File: src/source_language_lexer_unit_macros.svh
// Assertion macros for the lexer RTL.
`ifndef SOURCE_LANGUAGE_LEXER_UNIT_MACROS_SVH
`define SOURCE_LANGUAGE_LEXER_UNIT_MACROS_SVH

// Same-cycle check: cond must hold on every clock edge outside reset.
`define SLU_CHECK(lbl, cond, msg) \
  lbl: assert property (@(posedge clk) disable iff (rst) (cond)) else $error(msg);

// Next-cycle check: when trig holds, res must hold at the next clock edge.
`define SLU_CHECK_NEXT(lbl, trig, res, msg) \
  lbl: assert property (@(posedge clk) disable iff (rst) (trig) |=> (res)) else $error(msg);

`endif

File: src/slu_pkg.sv
// Lexer package: mode and token codes, character constants, keyword tables.
package slu_pkg;

  // Lexer modes
  localparam logic [3:0] M_IDLE    = 4'd0;
  localparam logic [3:0] M_DIGITS  = 4'd1;
  localparam logic [3:0] M_NAME    = 4'd2;
  localparam logic [3:0] M_COMMENT = 4'd3;
  localparam logic [3:0] M_EQ      = 4'd4;
  localparam logic [3:0] M_BANG    = 4'd5;
  localparam logic [3:0] M_REL     = 4'd6;
  localparam logic [3:0] M_AMP     = 4'd7;
  localparam logic [3:0] M_BAR     = 4'd8;

  // Token kinds
  localparam logic [3:0] K_DIGIT   = 4'd0;
  localparam logic [3:0] K_NAME    = 4'd1;
  localparam logic [3:0] K_OBRACE  = 4'd2;
  localparam logic [3:0] K_CBRACE  = 4'd3;
  localparam logic [3:0] K_SEMI    = 4'd4;
  localparam logic [3:0] K_ASSIGN  = 4'd5;
  localparam logic [3:0] K_OPER    = 4'd6;
  localparam logic [3:0] K_OPAREN  = 4'd7;
  localparam logic [3:0] K_CPAREN  = 4'd8;
  localparam logic [3:0] K_REL     = 4'd9;
  localparam logic [3:0] K_COND    = 4'd10;
  localparam logic [3:0] K_UNKNOWN = 4'd11;
  localparam logic [3:0] K_EOF     = 4'd12;

  localparam logic [3:0] KW_NONE   = 4'd0;
  localparam int         KW_COUNT  = 8;

  // Characters
  localparam logic [7:0] CH_LF     = 8'h0A;
  localparam logic [7:0] CH_CR     = 8'h0D;
  localparam logic [7:0] CH_BSLASH = 8'h5C;
  localparam logic [7:0] CH_EQ     = 8'h3D;
  localparam logic [7:0] CH_BANG   = 8'h21;
  localparam logic [7:0] CH_LT     = 8'h3C;
  localparam logic [7:0] CH_GT     = 8'h3E;
  localparam logic [7:0] CH_AMP    = 8'h26;
  localparam logic [7:0] CH_BAR    = 8'h7C;
  localparam logic [7:0] CH_LBRACE = 8'h7B;
  localparam logic [7:0] CH_RBRACE = 8'h7D;
  localparam logic [7:0] CH_SEMI   = 8'h3B;
  localparam logic [7:0] CH_LPAREN = 8'h28;
  localparam logic [7:0] CH_RPAREN = 8'h29;
  localparam logic [7:0] CH_PLUS   = 8'h2B;
  localparam logic [7:0] CH_MINUS  = 8'h2D;
  localparam logic [7:0] CH_SLASH  = 8'h2F;
  localparam logic [7:0] CH_PCT    = 8'h25;
  localparam logic [7:0] CH_STAR   = 8'h2A;

  // Keyword lengths, index 0 = procedure ... index 7 = read
  localparam logic [7:0][3:0] KW_LEN =
    {4'd4, 4'd4, 4'd5, 4'd5, 4'd4, 4'd4, 4'd2, 4'd9};

  // Handshake summary from the step logic to the result queue
  typedef struct packed {
    logic valid0;
    logic valid1;
  } step_ctl_t;

  function automatic logic is_digit(input logic [7:0] c);
    return (c >= 8'h30) && (c <= 8'h39);
  endfunction

  function automatic logic is_letter(input logic [7:0] c);
    return ((c >= 8'h61) && (c <= 8'h7A)) || ((c >= 8'h41) && (c <= 8'h5A));
  endfunction

  function automatic logic is_space(input logic [7:0] c);
    return (c == 8'h20) || ((c >= 8'h09) && (c <= 8'h0D));
  endfunction

  // Character i of keyword k; zero past the end of the word.
  function automatic logic [7:0] kw_char(input logic [2:0] k, input logic [3:0] i);
    logic [71:0] w;
    logic [3:0]  l;
    logic [3:0]  p;
    case (k)
      3'd0:    w = "procedure";
      3'd1:    w = "if";
      3'd2:    w = "then";
      3'd3:    w = "else";
      3'd4:    w = "while";
      3'd5:    w = "print";
      3'd6:    w = "call";
      default: w = "read";
    endcase
    l = KW_LEN[k];
    p = l - 4'd1 - i;
    if (i >= l) return 8'h00;
    return w[8*p +: 8];
  endfunction

endpackage

File: src/slu_text_if.sv
// Input channel: one source byte or end marker per item.
interface slu_text_if;
  logic       valid;
  logic       ready;
  logic [7:0] text_byte;
  logic       end_of_input;

  modport source (output valid, output text_byte, output end_of_input, input ready);
  modport sink (input valid, input text_byte, input end_of_input, output ready);
endinterface

File: src/slu_token_if.sv
// Output channel: one token per item.
interface slu_token_if #(
  parameter int POS_W = 32,
  parameter int LEN_W = 16
);
  logic             valid;
  logic             ready;
  logic [3:0]       token_kind;
  logic [3:0]       keyword_code;
  logic [POS_W-1:0] start_position;
  logic [LEN_W-1:0] token_length;
  logic             length_saturated;
  logic             last_of_run;

  modport source (output valid, output token_kind, output keyword_code,
                  output start_position, output token_length,
                  output length_saturated, output last_of_run, input ready);
  modport sink (input valid, input token_kind, input keyword_code,
                input start_position, input token_length,
                input length_saturated, input last_of_run, output ready);
endinterface

File: src/source_language_lexer_unit.sv
// Streaming lexer top level: state registers, step logic and result queue.
//
//  channel   dir  item                                           handshake
//  text_in   in   text_byte, end_of_input                        valid/ready
//  token_out out  kind, keyword, start, length, saturated, last  valid/ready
//
// One byte is taken per cycle while text_in.ready is high; each byte yields
// zero, one or two tokens. Tokens sit in a four-entry queue; text_in.ready
// drops while fewer than two entries are free, so a byte that yields two
// tokens holds up the input only when token_out is stalled or the queue is
// backed up. Accepted tokens reach token_out from the queue, after older ones.
// rst (synchronous) empties the queue and returns the lexer to idle at offset 0.
`include "source_language_lexer_unit_macros.svh"

module source_language_lexer_unit #(
  parameter int POSITION_BITS = 32,
  parameter int LENGTH_BITS   = 16
) (
  input logic         clk,
  input logic         rst,
  slu_text_if.sink    text_in,
  slu_token_if.source token_out
);
  import slu_pkg::*;

  localparam int RES_W = 10 + POSITION_BITS + LENGTH_BITS;

  // lexer state
  logic [3:0]               lex_mode;
  logic [POSITION_BITS-1:0] token_start;
  logic [LENGTH_BITS-1:0]   run_length;
  logic [POSITION_BITS-1:0] stream_position;
  logic [7:0]               keyword_candidates;
  logic                     length_overflow;

  logic [3:0]               lex_mode_next;
  logic [POSITION_BITS-1:0] token_start_next;
  logic [LENGTH_BITS-1:0]   run_length_next;
  logic [POSITION_BITS-1:0] stream_position_next;
  logic [7:0]               keyword_candidates_next;
  logic                     length_overflow_next;

  logic [RES_W-1:0] res0, res1, q_data;
  step_ctl_t        ctl;
  logic             room;
  logic             accept;

  assign text_in.ready = room;
  assign accept        = text_in.valid && room;

  // Byte decode, flush of the pending token, classification of the byte
  slu_step #(
    .POS_W (POSITION_BITS),
    .LEN_W (LENGTH_BITS)
  ) u_step (
    .text_byte    (text_in.text_byte),
    .end_of_input (text_in.end_of_input),
    .mode         (lex_mode),
    .tok_start    (token_start),
    .run_len      (run_length),
    .pos          (stream_position),
    .cand         (keyword_candidates),
    .ovf          (length_overflow),
    .mode_next    (lex_mode_next),
    .start_next   (token_start_next),
    .len_next     (run_length_next),
    .pos_next     (stream_position_next),
    .cand_next    (keyword_candidates_next),
    .ovf_next     (length_overflow_next),
    .res0         (res0),
    .res1         (res1),
    .ctl          (ctl)
  );

  always_ff @(posedge clk) begin
    if (rst) begin
      lex_mode           <= M_IDLE;
      token_start        <= '0;
      run_length         <= '0;
      stream_position    <= '0;
      keyword_candidates <= '0;
      length_overflow    <= 1'b0;
    end else if (accept) begin
      lex_mode           <= lex_mode_next;
      token_start        <= token_start_next;
      run_length         <= run_length_next;
      stream_position    <= stream_position_next;
      keyword_candidates <= keyword_candidates_next;
      length_overflow    <= length_overflow_next;
    end
  end

  // Output side: tokens wait here so the input can keep moving while the queue has room
  slu_rq #(
    .DATA_W (RES_W)
  ) u_rq (
    .clk       (clk),
    .rst       (rst),
    .push      (accept),
    .ctl       (ctl),
    .d0        (res0),
    .d1        (res1),
    .room      (room),
    .out_valid (token_out.valid),
    .out_ready (token_out.ready),
    .out_data  (q_data)
  );

  // {kind, keyword, start, length, saturated, last}
  assign token_out.token_kind       = q_data[RES_W-1 -: 4];
  assign token_out.keyword_code     = q_data[RES_W-5 -: 4];
  assign token_out.start_position   = q_data[LENGTH_BITS+2 +: POSITION_BITS];
  assign token_out.token_length     = q_data[2 +: LENGTH_BITS];
  assign token_out.length_saturated = q_data[1];
  assign token_out.last_of_run      = q_data[0];

  // keyword tracking only lives inside a name
  `SLU_CHECK(a_cand_only_in_name, (lex_mode == M_NAME) || (keyword_candidates == 8'h00),
             "keyword candidates outside a name")
  // overflow flag only once the length counter is pinned at its maximum
  `SLU_CHECK(a_ovf_at_max, !length_overflow || (run_length == '1),
             "length overflow with counter below maximum")
  // a queue with too little room for the input always has a token on offer
  `SLU_CHECK(a_stall_has_token, text_in.ready || token_out.valid,
             "input stalled with nothing to deliver")
  // end marker restarts the stream
  `SLU_CHECK_NEXT(a_eoi_restart, accept && text_in.end_of_input,
                  (stream_position == '0) && (lex_mode == M_IDLE),
                  "state not cleared after end marker")

endmodule

File: src/slu_step.sv
// Lexer step: next state and up to two tokens for one input byte.
module slu_step #(
  parameter int POS_W = 32,
  parameter int LEN_W = 16,
  localparam int RES_W = 10 + POS_W + LEN_W
) (
  input  logic [7:0]       text_byte,
  input  logic             end_of_input,
  input  logic [3:0]       mode,
  input  logic [POS_W-1:0] tok_start,
  input  logic [LEN_W-1:0] run_len,
  input  logic [POS_W-1:0] pos,
  input  logic [7:0]       cand,
  input  logic             ovf,
  output logic [3:0]       mode_next,
  output logic [POS_W-1:0] start_next,
  output logic [LEN_W-1:0] len_next,
  output logic [POS_W-1:0] pos_next,
  output logic [7:0]       cand_next,
  output logic             ovf_next,
  output logic [RES_W-1:0] res0,
  output logic [RES_W-1:0] res1,
  output slu_pkg::step_ctl_t ctl
);
  import slu_pkg::*;

  // {kind, keyword, start, length, saturated, last}
  function automatic logic [RES_W-1:0] pack(input logic [3:0] kind, input logic [3:0] kw,
                                            input logic [POS_W-1:0] st,
                                            input logic [LEN_W-1:0] ln, input logic sat);
    return {kind, kw, st, ln, sat, 1'b0};
  endfunction

  logic [3:0]       kwc;
  logic [7:0]       first_mask;
  logic             fl_v;
  logic [RES_W-1:0] fl;
  logic             e0_v, e1_v, done, bgn;
  logic [RES_W-1:0] e0, e1;
  logic [3:0]       bgn_mode;

  // keyword of the pending name, lowest index wins
  always_comb begin
    kwc = KW_NONE;
    for (int k = KW_COUNT - 1; k >= 0; k--) begin
      if (cand[k] && (run_len == LEN_W'(KW_LEN[k]))) kwc = 4'(k + 1);
    end
    if (ovf) kwc = KW_NONE;
  end

  always_comb begin
    for (int k = 0; k < KW_COUNT; k++) begin
      first_mask[k] = (kw_char(3'(k), 4'd0) == text_byte);
    end
  end

  // token held pending in the current mode
  always_comb begin
    fl_v = 1'b1;
    case (mode)
      M_DIGITS: fl = pack(K_DIGIT, KW_NONE, tok_start, run_len, ovf);
      M_NAME:   fl = pack(K_NAME, kwc, tok_start, run_len, ovf);
      M_EQ:     fl = pack(K_ASSIGN, KW_NONE, tok_start, LEN_W'(1), 1'b0);
      M_BANG:   fl = pack(K_COND, KW_NONE, tok_start, LEN_W'(1), 1'b0);
      M_REL:    fl = pack(K_REL, KW_NONE, tok_start, LEN_W'(1), 1'b0);
      M_AMP,
      M_BAR:    fl = pack(K_UNKNOWN, KW_NONE, tok_start, LEN_W'(1), 1'b0);
      default: begin
        fl_v = 1'b0;
        fl   = '0;
      end
    endcase
  end

  always_comb begin
    mode_next  = mode;
    start_next = tok_start;
    len_next   = run_len;
    pos_next   = pos + POS_W'(1);
    cand_next  = cand;
    ovf_next   = ovf;
    e0_v       = 1'b0;
    e0         = fl;
    e1_v       = 1'b0;
    e1         = '0;
    done       = 1'b0;
    bgn        = 1'b0;
    bgn_mode   = M_IDLE;

    if (end_of_input) begin
      e0_v       = fl_v;
      e1_v       = 1'b1;
      e1         = pack(K_EOF, KW_NONE, pos, '0, 1'b0);
      mode_next  = M_IDLE;
      start_next = '0;
      len_next   = '0;
      pos_next   = '0;
      cand_next  = '0;
      ovf_next   = 1'b0;
    end else begin
      case (mode)
        M_DIGITS: begin
          if (is_digit(text_byte)) begin
            done = 1'b1;
            if (run_len != '1) len_next = run_len + LEN_W'(1);
            else ovf_next = 1'b1;
          end else begin
            e0_v = 1'b1;
          end
        end
        M_NAME: begin
          if (is_digit(text_byte) || is_letter(text_byte)) begin
            done = 1'b1;
            for (int k = 0; k < KW_COUNT; k++) begin
              if (cand[k] && (ovf || (run_len >= LEN_W'(KW_LEN[k])) ||
                  (kw_char(3'(k), run_len[3:0]) != text_byte)))
                cand_next[k] = 1'b0;
            end
            if (run_len != '1) len_next = run_len + LEN_W'(1);
            else ovf_next = 1'b1;
          end else begin
            e0_v = 1'b1;
          end
        end
        M_COMMENT: begin
          if ((text_byte != CH_LF) && (text_byte != CH_CR)) done = 1'b1;
          else mode_next = M_IDLE;
        end
        M_EQ, M_BANG, M_REL: begin
          if (text_byte == CH_EQ) begin
            e0_v      = 1'b1;
            e0        = pack(K_REL, KW_NONE, tok_start, LEN_W'(2), 1'b0);
            mode_next = M_IDLE;
            done      = 1'b1;
          end else begin
            e0_v = 1'b1;
          end
        end
        M_AMP, M_BAR: begin
          if (text_byte == ((mode == M_AMP) ? CH_AMP : CH_BAR)) begin
            e0_v      = 1'b1;
            e0        = pack(K_COND, KW_NONE, tok_start, LEN_W'(2), 1'b0);
            mode_next = M_IDLE;
            done      = 1'b1;
          end else begin
            e0_v = 1'b1;
          end
        end
        default: mode_next = M_IDLE;
      endcase

      // pending token flushed: back to idle before classifying this byte
      if (!done && e0_v) begin
        mode_next = M_IDLE;
        cand_next = '0;
      end

      if (!done) begin
        if (is_digit(text_byte)) begin
          bgn      = 1'b1;
          bgn_mode = M_DIGITS;
        end else if (is_letter(text_byte)) begin
          bgn      = 1'b1;
          bgn_mode = M_NAME;
        end else if (!is_space(text_byte)) begin
          e1_v = 1'b1;
          case (text_byte)
            CH_BSLASH: begin
              e1_v      = 1'b0;
              mode_next = M_COMMENT;
            end
            CH_EQ: begin
              e1_v = 1'b0;
              bgn = 1'b1;
              bgn_mode = M_EQ;
            end
            CH_BANG: begin
              e1_v = 1'b0;
              bgn = 1'b1;
              bgn_mode = M_BANG;
            end
            CH_LT, CH_GT: begin
              e1_v = 1'b0;
              bgn = 1'b1;
              bgn_mode = M_REL;
            end
            CH_AMP: begin
              e1_v = 1'b0;
              bgn = 1'b1;
              bgn_mode = M_AMP;
            end
            CH_BAR: begin
              e1_v = 1'b0;
              bgn = 1'b1;
              bgn_mode = M_BAR;
            end
            CH_LBRACE: e1 = pack(K_OBRACE, KW_NONE, pos, LEN_W'(1), 1'b0);
            CH_RBRACE: e1 = pack(K_CBRACE, KW_NONE, pos, LEN_W'(1), 1'b0);
            CH_SEMI:   e1 = pack(K_SEMI, KW_NONE, pos, LEN_W'(1), 1'b0);
            CH_LPAREN: e1 = pack(K_OPAREN, KW_NONE, pos, LEN_W'(1), 1'b0);
            CH_RPAREN: e1 = pack(K_CPAREN, KW_NONE, pos, LEN_W'(1), 1'b0);
            CH_PLUS, CH_MINUS, CH_SLASH, CH_PCT, CH_STAR:
              e1 = pack(K_OPER, KW_NONE, pos, LEN_W'(1), 1'b0);
            default:   e1 = pack(K_UNKNOWN, KW_NONE, pos, LEN_W'(1), 1'b0);
          endcase
        end
      end

      if (bgn) begin
        mode_next  = bgn_mode;
        start_next = pos;
        len_next   = LEN_W'(1);
        ovf_next   = 1'b0;
        cand_next  = (bgn_mode == M_NAME) ? first_mask : 8'h00;
      end
    end

    // compact into slots; last flag on the final one
    ctl.valid0 = e0_v || e1_v;
    ctl.valid1 = e0_v && e1_v;
    res0       = e0_v ? e0 : e1;
    res1       = e1;
    if (ctl.valid1) res1[0] = 1'b1;
    else res0[0] = 1'b1;
  end

endmodule

File: src/slu_rq.sv
// Result queue: four entries, takes up to two items per cycle while room is high, gives one when out_ready is high.
module slu_rq #(
  parameter int DATA_W = 58
) (
  input  logic              clk,
  input  logic              rst,
  input  logic              push,
  input  slu_pkg::step_ctl_t ctl,
  input  logic [DATA_W-1:0] d0,
  input  logic [DATA_W-1:0] d1,
  output logic              room,
  output logic              out_valid,
  input  logic              out_ready,
  output logic [DATA_W-1:0] out_data
);
  import slu_pkg::*;

  localparam int DEPTH = 4;
  localparam int PTR_W = $clog2(DEPTH);
  localparam int CNT_W = PTR_W + 1;

  logic [DATA_W-1:0] mem [DEPTH];
  logic [PTR_W-1:0]  wr, rd;
  logic [CNT_W-1:0]  count;
  logic [PTR_W-1:0]  wr1;
  logic [CNT_W-1:0]  n_push;
  logic              pop;

  assign wr1       = wr + PTR_W'(1);
  assign pop       = out_valid && out_ready;
  assign n_push    = push ? (CNT_W'(ctl.valid0) + CNT_W'(ctl.valid1)) : '0;
  assign room      = count <= CNT_W'(DEPTH - 2);
  assign out_valid = count != '0;
  assign out_data  = mem[rd];

  always_ff @(posedge clk) begin
    if (push && ctl.valid0) mem[wr] <= d0;
    if (push && ctl.valid1) mem[wr1] <= d1;
  end

  always_ff @(posedge clk) begin
    if (rst) begin
      wr    <= '0;
      rd    <= '0;
      count <= '0;
    end else begin
      wr    <= wr + n_push[PTR_W-1:0];
      if (pop) rd <= rd + PTR_W'(1);
      count <= count + n_push - CNT_W'(pop);
    end
  end

endmodule

File: src/flat_wrapper.sv
// flat-port wrapper written by rule: the top's interface ports become plain ports
module source_language_lexer_unit_flat import slu_pkg::*;
#(
  parameter int POSITION_BITS = 32,
  parameter int LENGTH_BITS   = 16
)
  (clk, rst, text_in_valid, text_in_text_byte, text_in_end_of_input, text_in_ready, token_out_valid, token_out_token_kind, token_out_keyword_code, token_out_start_position, token_out_token_length, token_out_length_saturated, token_out_last_of_run, token_out_ready);
  slu_text_if text_in_i ();
  slu_token_if #(.POS_W((32)), .LEN_W((16))) token_out_i ();
  input logic clk;
  input logic rst;
  input wire logic [$bits(text_in_i.valid)-1:0] text_in_valid;
  input wire logic [$bits(text_in_i.text_byte)-1:0] text_in_text_byte;
  input wire logic [$bits(text_in_i.end_of_input)-1:0] text_in_end_of_input;
  output wire logic [$bits(text_in_i.ready)-1:0] text_in_ready;
  output wire logic [$bits(token_out_i.valid)-1:0] token_out_valid;
  output wire logic [$bits(token_out_i.token_kind)-1:0] token_out_token_kind;
  output wire logic [$bits(token_out_i.keyword_code)-1:0] token_out_keyword_code;
  output wire logic [$bits(token_out_i.start_position)-1:0] token_out_start_position;
  output wire logic [$bits(token_out_i.token_length)-1:0] token_out_token_length;
  output wire logic [$bits(token_out_i.length_saturated)-1:0] token_out_length_saturated;
  output wire logic [$bits(token_out_i.last_of_run)-1:0] token_out_last_of_run;
  input wire logic [$bits(token_out_i.ready)-1:0] token_out_ready;
  assign text_in_i.valid = text_in_valid;
  assign text_in_i.text_byte = text_in_text_byte;
  assign text_in_i.end_of_input = text_in_end_of_input;
  assign text_in_ready = text_in_i.ready;
  assign token_out_valid = token_out_i.valid;
  assign token_out_token_kind = token_out_i.token_kind;
  assign token_out_keyword_code = token_out_i.keyword_code;
  assign token_out_start_position = token_out_i.start_position;
  assign token_out_token_length = token_out_i.token_length;
  assign token_out_length_saturated = token_out_i.length_saturated;
  assign token_out_last_of_run = token_out_i.last_of_run;
  assign token_out_i.ready = token_out_ready;
  source_language_lexer_unit #(.POSITION_BITS(POSITION_BITS), .LENGTH_BITS(LENGTH_BITS)) u_core (.clk(clk), .rst(rst), .text_in(text_in_i), .token_out(token_out_i));
endmodule
File: config.mk
export PLATFORM = sky130hd
export DESIGN_NAME = source_language_lexer_unit_flat
export DESIGN_NICKNAME = d
export VERILOG_FILES = /design/src/slu_pkg.sv /design/src/slu_text_if.sv /design/src/slu_token_if.sv /design/src/source_language_lexer_unit.sv /design/src/slu_step.sv /design/src/slu_rq.sv /design/src/flat_wrapper.sv
export VERILOG_INCLUDE_DIRS = /design/src /design/src/src
export SDC_FILE = /design/constraint.sdc
export NUM_CORES = 1
export LEC_CHECK = 0
export BUFFER_PORTS_ARGS = -buffer_cell sky130_fd_sc_hd__buf_2
export CORE_MARGIN = 2
export CORE_UTILIZATION = 40
export CTS_CLUSTER_SIZE = 25
export DETAILED_ROUTE_END_ITERATION = 6
export GPL_TIMING_DRIVEN = 0
export SLEW_MARGIN = 20
export SYNTH_ARGS = -nofsm -noshare
export SYNTH_HDL_FRONTEND = slang
export SYNTH_SLANG_ARGS = --single-unit
File: constraint.sdc
create_clock -name clk -period 5.71 [get_ports clk]
set_input_delay 0.2855 -clock clk [delete_from_list [all_inputs] [get_ports clk]]
set_output_delay 0.2855 -clock clk [all_outputs]
set_load 0.01 [all_outputs]
==> results.md <==
- Run status: complete, no violations
- RR Startpoint: u_core.lex_mode[0]
- H-tree depth: 2
- CTS root buffer: clkbuf_16
- WHS Endpoint: u_core.lex_mode[0]
- Worst rel slew slack: 26.24%
- Fin crit share: 89.19%
- Leak Pwr: 6.725 nW
- Synth Register Bits: 334
- Post-synth cell types: 94
- Clock Path Buffers: 3
- Reg2Reg Capture Point: u_core.u_rq.mem[0][45]
- Main combinational cell family by area after synthesis: compound AO/OA/AOI/OAI gates
- Resized cells post-CTS: 0
- Hold Path Depth: 4
- Max Freq: 196.4 MHz
- Total die area: 0.04442 mm2
- Max Cap Viol: 0
- Syn Inst Count: 1,542
- Crit-path cells: buf_4, nor4b_2, a211oi_2, a21boi_2, buf_2, inv_2, ha_1, nor4_1, nor2_1, clkbuf_1, inv_2, buf_12
- Post-Synth Simple-Gate Area: 13.45%
- Initial core utilization: 40.68%
- Most used cell, CP: inv_2
- Final Max Tran Viols: 0
- Buf/Inv on CP: 6
- Compound-Gate Fraction of Synth Area: 20.52%
- Final instance area: 0.01930 mm2
- Slowest cell on the critical path: nor4_1
- Setup TNS: 0 ns
- Die Y: 210.8 um
- Worst setup margin: 0.6171 ns
- # fillers: 3,901
- Setup Viol. Count Final: 0
- Mapped cell area: 0.01710 mm2
- Post-synthesis mux area share: 8.488%
- Critical Path RT: 5.92 ns
- FF+latch area: 0.008208 mm2
- Drt first pass iters: 7
- Crit-path leading delay family: simple AND/OR/NAND/NOR gates
- GP Congestion: 0.9032
- Xor/xnor share of the synthesized area: 2.407%
- Synth Area per Inst: 11.09 um2
- Worst-path clk slew: 0.06 ns
- DR WL/cell: 22.16 um
- R2R depth: 12
- I/O Buffers: 68
- Max IR drop VDD: 162.7 uV
- DRC Markers: 0
- Slew @ Worst Pin: 1.096 ns
- Async set-reset flop share out of synthesis: 0%
- Clk sink count: 334
- Cts hold-fix bufs: 0
- GRT Total Usage: 22.01%
- Initial antenna violation count: 0
- Final ANT Viol Nets: 0
- Critical Path End Type: register
- Critical Path Fanout Max: 25
- Routed vias: 13,460
- Post-DP HPWL: 34,060 um
- Die Wd: 210.8 um
- Row count: 75
- Stages on the worst setup path: 12
- Antenna diodes: 0
- Adder-cell area share of the yosys netlist: 2.312%
- Post-synth top flop: dfxtp_1
- Worst path max stage delay: 0.91 ns
- Setup Slack @ Placement: 0.5434 ns
- Iter 0 DRT Violations: 1,314
- Yosys top cell by area: edfxtp_1
- First-pass GRT wire length: 75,850 um
- CTS tree: built
- Layout area overhead: 12.84%
- Layout Nets: 1,695
- TritonCTS Buffers: 35
- Critical path class: register to register
- Hold_sp: text_in_text_byte[6]
- GRT overflow: 0
- Setup crit start kind: register
- Top-Level Pins: 73
- Synth top area share: 26.69%
- Routed WL: 49,110 um
- Core box area: 0.04204 mm2
- Largest net degree at the start of global routing: 27
- Post-synthesis sequential area ratio: 48.00%
- Share of layout cells above drive strength 1: 16.82%
- Worst Skew: 0.01090 ns
- Net Count, Synth: 1,586
- Post-CTS Setup Inserts: 0
- CP arrival: 5.30 ns
- HP Class: input pin to register
- Unrepaired setup endpoints after global routing: false
- PwrDens: 335.3 mW/mm2
- Vias per std cell: 6.072
- Multi-input gate area: 0.008066 mm2
- Final hold vios: 0
- Post-layout min period: 5.093 ns
- Synth area leaders: edfxtp_1, dfxtp_1, a22o_1
- Clock Latency Late Sink: 0.52 ns
- Vias in the first global route: 12,930
- Yosys warning count: 0
- Hold WS: 0.2511 ns
- Dpl cell area: 0.01820 mm2
- Post-synth EDFFs: 152
- R2r setup slk: 0.62 ns
registers in the layout (all words and copies together) (netlist names), named ones only:
name	count
u_core.u_rq.mem	232
u_core.stream_position	32
u_core.token_start	32
u_core.run_length	16
u_core.keyword_candidates	8
u_core.lex_mode	4
u_core.u_rq.count	3
u_core.u_rq.rd	2
u_core.u_rq.wr	2
u_core.length_overflow	1
how the worst max path moves through the flow:
| stage | startpoint | slack [ns] | endpoint |
|---|---|---|---|
| 6_report | u_core.lex_mode[0] | 0.62 | u_core.u_rq.mem[0][45] |
| 3_5_place_dp | text_in_text_byte[3] | 0.54 | u_core.u_rq.mem[0][40] |
| 4_1_cts | u_core.lex_mode[0] | 0.71 | u_core.u_rq.mem[0][21] |
| 2_1_floorplan | text_in_text_byte[3] | 1.73 | u_core.u_rq.mem[0][0] |
| 5_1_grt | u_core.lex_mode[0] | 0.46 | u_core.u_rq.mem[0][21] |
| 3_3_place_gp | text_in_text_byte[3] | -0.27 | u_core.u_rq.mem[0][43] |
worst register-to-register path, delay by kind of cell, from the launching register on:
kind,cells,cell delay (ns)
buf+inv,6,1.69
flops,1,0.39
simple gates,3,1.93
fa+ha+maj,1,0.29
compound gates,2,0.46
area by class of cell:
class                      count  area share [%]
buffer                       155           3.696
clock buffer                  48           5.012
clock inverter                15          0.6938
inverter                      30          0.5836
multi-input combinational   1023           41.80
sequential                   334           42.54
tap                          539           3.495
timing repair buffer          72           2.179
metrics by stage:
| stage | total power (W) | instances | util, % |
|---|---|---|---|
| final | 0.006470 | 2216 | 45.90 |
| after global routing | 0.006729 | 2216 | 45.90 |
| after CTS | 0.006524 | 2216 | 45.90 |
| after detailed placement | 0.004327 | 2153 | 43.28 |
| after global placement | 0.004287 | 2149 | 43.09 |
| after floorplan | 0.003759 | 1542 | - |
report_power, final:
| group | leakage [nW] | switching, W | internal [W] |
|---|---|---|---|
| logic | 3.37 | 0.000948 | 0.000571 |
| clock network | 0.544 | 0.000924 | 0.00128 |
| registers | 2.81 | 0.0000491 | 0.00269 |
| total | 6.73 | 0.00192 | 0.00455 |
routing by layer:
layer	vias to the layer above	part of all wire (%)	track usage, %
li1	6157	-	-
met1	6619	43	29.56
met2	574	47	36.06
met3	106	7.4	3.925
met4	0	2.5	7.285
met5	-	0	0
logic make-up after synthesis:
group	Yosys count
AND/OR/NAND/NOR	423
multiplexers	72
flip-flops	334
adder cells (fa/ha/maj)	31
AO/OA/AOI/OAI	450
XOR/XNOR	47
buffers and inverters	185
placed cells by master, fill, tap and decap left out, drive strengths merged, types with 15 or more instances in the layout:
master	synthesis	routed
nor3	19	19
nand4	27	27
ha	30	30
o21ai	52	52
nand2	109	109
dfxtp	182	182
nand3	41	41
nor2b	18	18
o22ai	23	23
inv	29	29
and2	15	15
edfxtp	152	152
nand2b	18	18
buf	77	149
mux4	58	58
clkbuf	78	126
and3	17	17
a31oi	16	16
xor2	21	21
a22o	228	228
nor2	88	88
a21oi	47	47
xnor2	26	26
Yosys cell counts (all sizes together), types with 5 or more instances:
| master | instances |
|---|---|
| xor2 | 21 |
| a311oi | 10 |
| o2bb2ai | 5 |
| o21a | 5 |
| dfxtp | 182 |
| nand3 | 41 |
| a211oi | 7 |
| nor3b | 8 |
| o21ai | 52 |
| and3 | 17 |
| and2 | 15 |
| xnor2 | 26 |
| nor4b | 6 |
| nor2 | 88 |
| clkbuf | 78 |
| nand4b | 7 |
| or3 | 11 |
| a21boi | 5 |
| nand4 | 27 |
| o211ai | 8 |
| inv | 29 |
| mux4 | 58 |
| edfxtp | 152 |
| o31ai | 9 |
| nand2b | 18 |
| ha | 30 |
| a21oi | 47 |
| a31oi | 16 |
| nor4 | 14 |
| nand2 | 109 |
| buf | 77 |
| nor3 | 19 |
| o22ai | 23 |
| nor2b | 18 |
| mux2i | 10 |
| a22o | 228 |
Note: power is estimated with default switching activity, not from simulation.
